**src/rtl/hwde_pkg.sv**
```systemverilog
// Shared types and constants for the hashed word dictionary encoder.
// No dependencies; used by hwde_update and hashed_word_dictionary_encoder.
package hwde_pkg;

  localparam int unsigned TABLE_SIZE_DEF = 65536;
  localparam int unsigned BLOCK_WORDS    = 8;
  localparam int unsigned EPOCH_W        = 8;
  localparam logic [31:0] HASH_MULT      = 32'h9e3779b9;
  localparam logic [31:0] MIN_DEST_BYTES = 32'd38;
  localparam logic [31:0] START_BYTES    = 32'd6;
  localparam logic [31:0] MAX_OUT_RESET  = 32'd1048576;

  typedef enum logic [1:0] {
    KIND_INDEX   = 2'd0,
    KIND_LITERAL = 2'd1,
    KIND_RAW     = 2'd2,
    KIND_NONE    = 2'd3
  } kind_t;

  typedef enum logic [1:0] {
    STAT_OK          = 2'd0,
    STAT_SMALL_INPUT = 2'd1,
    STAT_SMALL_DEST  = 2'd2,
    STAT_OVERFLOW    = 2'd3
  } status_t;

  typedef struct packed {
    logic [31:0] word;
    logic [2:0]  vb;
    logic        tail;
    logic        first;
    logic        last;
  } item_t;

  // request in flight, tagged with the table epoch it belongs to
  typedef struct packed {
    item_t              item;
    logic [EPOCH_W-1:0] epoch;
  } stage_t;

  typedef struct packed {
    kind_t       kind;
    logic [31:0] payload;
    logic [2:0]  pbytes;
    logic        done;
    logic [7:0]  ctrl;
    logic [31:0] block_total;
    logic [4:0]  tail_len;
    logic [31:0] out_total;
    status_t     status;
    logic        eos;
  } result_t;

endpackage

```
**src/rtl/hwde_update.sv**
```systemverilog
// Match decision and stream bookkeeping: block position, control byte, counters, status.
// Depends on hwde_pkg.
module hwde_update #(
  parameter int unsigned IDX_W = 16
) (
  input  logic                 clk,
  input  logic                 rst_n,
  input  logic                 en,
  input  hwde_pkg::item_t      item,
  input  logic [IDX_W-1:0]     idx,
  input  logic [31:0]          old_word,
  input  logic [31:0]          max_bytes,
  output logic                 wr_req,
  output hwde_pkg::result_t    res
);

  logic [2:0]          wp_r, wp_nxt;
  logic [7:0]          acc_r, acc_nxt;
  logic [31:0]         bc_r, bc_nxt;
  logic [31:0]         byc_r, byc_nxt;
  logic [4:0]          tc_r, tc_nxt;
  hwde_pkg::status_t   err_r, err_nxt;

  logic [2:0]          nb;
  logic [2:0]          add_n;
  logic [5:0]          tsum;
  logic [32:0]         bsum;
  logic [31:0]         byc_base;
  logic                last_slot;

  always_comb begin
    // first word restarts the stream before it is handled
    wp_nxt   = item.first ? 3'd0 : wp_r;
    acc_nxt  = item.first ? 8'd0 : acc_r;
    bc_nxt   = item.first ? 32'd0 : bc_r;
    byc_base = item.first ? hwde_pkg::START_BYTES : byc_r;
    tc_nxt   = item.first ? 5'd0 : tc_r;
    if (item.first) begin
      err_nxt = (!item.tail && max_bytes < hwde_pkg::MIN_DEST_BYTES) ?
                hwde_pkg::STAT_SMALL_DEST : hwde_pkg::STAT_OK;
    end else begin
      err_nxt = err_r;
    end

    res.kind    = hwde_pkg::KIND_NONE;
    res.payload = 32'd0;
    res.pbytes  = 3'd0;
    res.done    = 1'b0;
    wr_req      = 1'b0;
    add_n       = 3'd0;
    nb          = (item.vb > 3'd4) ? 3'd4 : item.vb;
    tsum        = {1'b0, tc_nxt} + {3'd0, nb};
    last_slot   = (wp_nxt == 3'(hwde_pkg::BLOCK_WORDS - 1));

    if (err_nxt == hwde_pkg::STAT_OK) begin
      if (item.tail) begin
        if (bc_nxt == 32'd0) begin
          err_nxt = hwde_pkg::STAT_SMALL_INPUT;
        end else begin
          case (nb)
            3'd0:    res.payload = 32'd0;
            3'd1:    res.payload = {24'd0, item.word[7:0]};
            3'd2:    res.payload = {16'd0, item.word[15:0]};
            3'd3:    res.payload = {8'd0, item.word[23:0]};
            default: res.payload = item.word;
          endcase
          res.kind   = hwde_pkg::KIND_RAW;
          res.pbytes = nb;
          tc_nxt     = tsum[5] ? 5'd31 : tsum[4:0];
          add_n      = nb;
        end
      end else if (wp_nxt == 3'd0 && byc_base >= max_bytes) begin
        err_nxt = hwde_pkg::STAT_OVERFLOW;
      end else begin
        wr_req = 1'b1;
        if (old_word == item.word) begin
          acc_nxt     = acc_nxt | (8'd1 << wp_nxt);
          res.kind    = hwde_pkg::KIND_INDEX;
          res.payload = 32'(idx);
          res.pbytes  = 3'd2;
        end else begin
          res.kind    = hwde_pkg::KIND_LITERAL;
          res.payload = item.word;
          res.pbytes  = 3'd4;
        end
        // closing a block also adds its control byte
        add_n = res.pbytes + {2'd0, last_slot};
        if (last_slot) begin
          res.done = 1'b1;
          bc_nxt   = bc_nxt + 32'd1;
        end
        wp_nxt = wp_nxt + 3'd1;
      end
    end

    bsum    = {1'b0, byc_base} + {30'd0, add_n};
    byc_nxt = bsum[32] ? 32'hFFFF_FFFF : bsum[31:0];

    res.ctrl        = acc_nxt;
    res.block_total = bc_nxt;
    res.tail_len    = tc_nxt;
    res.out_total   = byc_nxt;
    res.status      = err_nxt;
    res.eos         = item.last;
  end

  always_ff @(posedge clk) begin
    if (!rst_n) begin
      wp_r  <= 3'd0;
      acc_r <= 8'd0;
      bc_r  <= 32'd0;
      byc_r <= hwde_pkg::START_BYTES;
      tc_r  <= 5'd0;
      err_r <= hwde_pkg::STAT_OK;
    end else if (en) begin
      wp_r  <= wp_nxt;
      acc_r <= res.done ? 8'd0 : acc_nxt;
      bc_r  <= bc_nxt;
      byc_r <= byc_nxt;
      tc_r  <= tc_nxt;
      err_r <= err_nxt;
    end
  end

endmodule
```
**config.mk**
```make
export PLATFORM = sky130hd
export DESIGN_NAME = hwde_update
export DESIGN_NICKNAME = d
export VERILOG_FILES = /design/src/rtl/hwde_pkg.sv /design/src/rtl/hwde_update.sv
export SDC_FILE = /design/constraint.sdc
export NUM_CORES = 1
export LEC_CHECK = 0
export ABC_AREA = 0
export ABC_CLOCK_PERIOD_IN_PS = 6650
export BUFFER_PORTS_ARGS = -buffer_cell sky130_fd_sc_hd__buf_2
export CAP_MARGIN = 10
export CORE_MARGIN = 3
export CORE_UTILIZATION = 30
export DETAILED_ROUTE_END_ITERATION = 8
export RECOVER_POWER = 100
export SYNTH_ARGS = -nofsm -noshare
export SYNTH_HDL_FRONTEND = slang
export SYNTH_SLANG_ARGS = --single-unit
```
**constraint.sdc**
```tcl
create_clock -name clk -period 6.65 [get_ports clk]
set_input_delay 0.3325 -clock clk [delete_from_list [all_inputs] [get_ports clk]]
set_output_delay 0.3325 -clock clk [all_outputs]
set_load 0.01 [all_outputs]
```
==> impl_metrics.json <==
{
  "outcome": "complete, but fails checks",
  "violations": "capacitance limit, slew limit",
  "maxCapViolCount": 3,
  "crit_family": "simple AND/OR/NAND/NOR gates",
  "holdWs_ns": 0.4725,
  "synth_fp_nets": 1223,
  "async_flop_share_pct": 0,
  "finalMaxSlewViolations": 34,
  "p_per_area_mw_per_mm2": 134.4,
  "cp_max_fo": 50,
  "antenna_found_initial": 0,
  "core_area_mm2": 0.02562,
  "io_pins": 240,
  "r2r_end": "byc_r[15]$_SDFFE_PN0P_",
  "cts.sinks": 82,
  "setup_viol_count_final": 0,
  "synth_top_family_by_area": "simple AND/OR/NAND/NOR gates",
  "rsz0062_at_grt": "no",
  "min_path_cells": 1,
  "worstPathRequired_ns": 6.32,
  "timing.rr.start": "byc_r[19]$_SDFFE_PN0P_",
  "worstSkewPairLatency_ns": 0.36,
  "synth-simple-area-share_pct": 32.73,
  "slowest_delay_ns": 0.82,
  "die-area_mm2": 0.02844,
  "path_buf_inv": 2,
  "dp_hpwl_mm": 22.63,
  "worst_setup_path_start_kind": "input pin",
  "drive_gt1_share_pct": 14.10,
  "max-vdd-ir-drop_mv": 0.09044,
  "startpoint": "item[1]",
  "ys_ff_latch": 82,
  "first_global_vias": 8192,
  "fin_skew_ns": 0.01528,
  "worst-path-stages": 19,
  "fin_crit_sh_pct": 92.56,
  "cp_slowest_cell": "nor4_1",
  "min_from": "acc_r[7]$_SDFFE_PN0P_",
  "grt_pass1_wl_mm": 46.68,
  "yosysTopAreaCell": "dfxtp_1",
  "yosysTopAreaCellShare_pct": 20.69,
  "cts-buffers-inserted": 9,
  "syn-instance-count": 1054,
  "setup.worst_path.class": "input pin to primary output",
  "slew_headroom_pct": -30.27,
  "rows": 58,
  "cts_hold_repair.buffers": 0,
  "clockBufferDepth": 2,
  "wl_mm": 29.87,
  "cts_tree": "done",
  "period_minus_slack_ns": 6.155,
  "drtPass1Iterations": 5,
  "numPortBuffers": 237,
  "num_vias": 8757,
  "synth_ff_type": "dfxtp_1",
  "ant_nets": 0,
  "ys_types": 97,
  "synth_edf_count": 0,
  "crit_arrival_ns": 5.82,
  "yosysMostFrequentCell": "nand2_1",
  "yosysWarnings": 0,
  "fillers": 2826,
  "cts_resized": 0,
  "worstMarginPinSlew_ns": 1.939,
  "ys_top_cells_by_area": "dfxtp_1, ha_1, nand2_1",
  "viasPerCell": 5.525,
  "end_kind": "primary output",
  "finalHoldViolCount": 0,
  "grt_overflow": 0,
  "grtUsageTotal_pct": 20.41,
  "synth_mux_area_share_pct": 0.6465,
  "syn_area_per_cell_um2": 7.529,
  "die_x_um": 168.6,
  "drc_errors": 0,
  "synthAdderAreaFrac_pct": 7.758,
  "syn_to_final_growth_pct": 17.30,
  "fin_tns_setup_ns": 0,
  "cts_setup_buffers": 0,
  "leakage_nw": 3.969,
  "worstHoldPathType": "flop to flop",
  "drt-initial-drc-count": 754,
  "fmax_mhz": 162.5,
  "die_h_um": 168.6,
  "clk_pin_slew_ns": 0.07,
  "wl_per_cell_um": 18.85,
  "rr_worst_depth": 19,
  "nets": 1419,
  "start_util_pct": 30.98,
  "yosysSeqAreaShare_pct": 20.69,
  "grt_max_degree": 81,
  "yosys-top-cells-count": "nand2_1, nor2_1, dfxtp_1",
  "cts-root-buf": "clkbuf_16",
  "htree_levels": 3,
  "gp_congestion": 0.9159,
  "netlist_area_mm2": 0.007935,
  "synth_xor_area_share_pct": 8.389,
  "synth-compound-area-share_pct": 22.58,
  "n_antenna_cell": 0,
  "cp-endpoint": "res[28]",
  "path_cells": "buf_2 -> nor2b_1 -> ha_1 -> nand4_1 -> nor4_1 -> nand3_1 -> a31o_4 -> nand2_1 -> a22o_1 -> a21oi_1 -> ha_1 -> a21o_1 -> a21oi_1 -> nor4_1 -> nand4_1 -> nor2_1 -> xnor2_1 -> o21ai_0 -> clkbuf_1",
  "reg2reg_slack_ns": 1.45
}
-- power breakdown --
| part | switching (W) | internal [W] | total [W] |
|---|---|---|---|
| Clock | 0.000224 | 0.000254 | 0.000478 |
| Combinational | 0.000167 | 0.0000959 | 0.000263 |
| Sequential | 0.00000906 | 0.000501 | 0.000510 |
| Total | 0.000401 | 0.000851 | 0.00125 |
-- layer usage --
metal | part of all wire, % | up-vias | routed length, µm | global-route usage (%)
li1 | - | 4243 | - | -
met1 | 46 | 4107 | 13620 | 29.39
met2 | 44 | 371 | 13290 | 31.21
met3 | 7.7 | 36 | 2312 | 4.134
met4 | 2.2 | 0 | 650 | 5.194
met5 | 0 | - | 0 | 0
-- cells by family after synthesis --
logic type / Yosys count
buf+inv: 134
mux: 5
compound gates: 236
xor+xnor: 76
fa+ha+maj: 48
simple gates: 473
flops: 82
-- worst min path at each step --
stage	end	slack (ns)
6_report	acc_r[7]$_SDFFE_PN0P_	0.47
5_1_grt	tc_r[1]$_SDFFE_PN0P_	0.49
4_1_cts	acc_r[7]$_SDFFE_PN0P_	0.47
3_5_place_dp	acc_r[7]$_SDFFE_PN0P_	0.45
3_3_place_gp	tc_r[2]$_SDFFE_PN0P_	0.45
2_1_floorplan	acc_r[7]$_SDFFE_PN0P_	0.43
-- registers in the layout (all words and copies together), names as in the netlist --
register  count
acc_r         8
tc_r          5
err_r         2
byc_r        32
bc_r         32
wp_r          3
-- layout make-up --
class,instances,area [µm²],share of cell area [%]
clock buffers,12,236.5,2.541
clock inverters,4,28.78,0.3092
inverters,68,255.2,2.742
multi-input cells,838,5588,60.03
flip-flops and latches,82,1642,17.64
well taps,330,412.9,4.436
repair buffers,251,1145,12.30
-- placed cells by master, fill, tap and decap left out, types with 5 or more instances in the layout --
| cell | n |
|---|---|
| a211oi_1 | 5 |
| and3_1 | 19 |
| and4_1 | 13 |
| nand3_1 | 31 |
| a21oi_1 | 41 |
| nor2_1 | 88 |
| nand4_1 | 35 |
| xnor2_1 | 34 |
| buf_4 | 11 |
| or3_1 | 8 |
| or4_1 | 7 |
| a311oi_1 | 17 |
| clkbuf_16 | 9 |
| nand2_1 | 110 |
| clkbuf_1 | 114 |
| buf_2 | 128 |
| and2_0 | 5 |
| nor2b_1 | 57 |
| nand2b_1 | 8 |
| o21ai_0 | 40 |
| inv_1 | 66 |
| a21o_1 | 7 |
| nor3_1 | 17 |
| ha_1 | 46 |
| o31a_1 | 10 |
| xor2_1 | 42 |
| dfxtp_1 | 82 |
| a22o_1 | 32 |
| a31oi_1 | 22 |
| and2_1 | 9 |
| nor4_1 | 39 |
-- metrics by stage --
| step | instances | cell area [µm²] | power (W) | worst slack (ns) | util (%) |
|---|---|---|---|---|---|
| floorplan | 1054 | 7935 | 0.0006746 | 1.167 | - |
| global placement | 1569 | 9323 | 0.0007895 | 0.7567 | 36.39 |
| detailed placement | 1569 | 9323 | 0.0007912 | 0.6087 | 36.39 |
| CTS | 1585 | 9588 | 0.001269 | 0.5928 | 37.43 |
| global route | 1585 | 9308 | 0.001303 | 0.04844 | 36.33 |
| finish | 1585 | 9308 | 0.001251 | 0.4945 | 36.33 |
(Power assumes the default switching activity.)
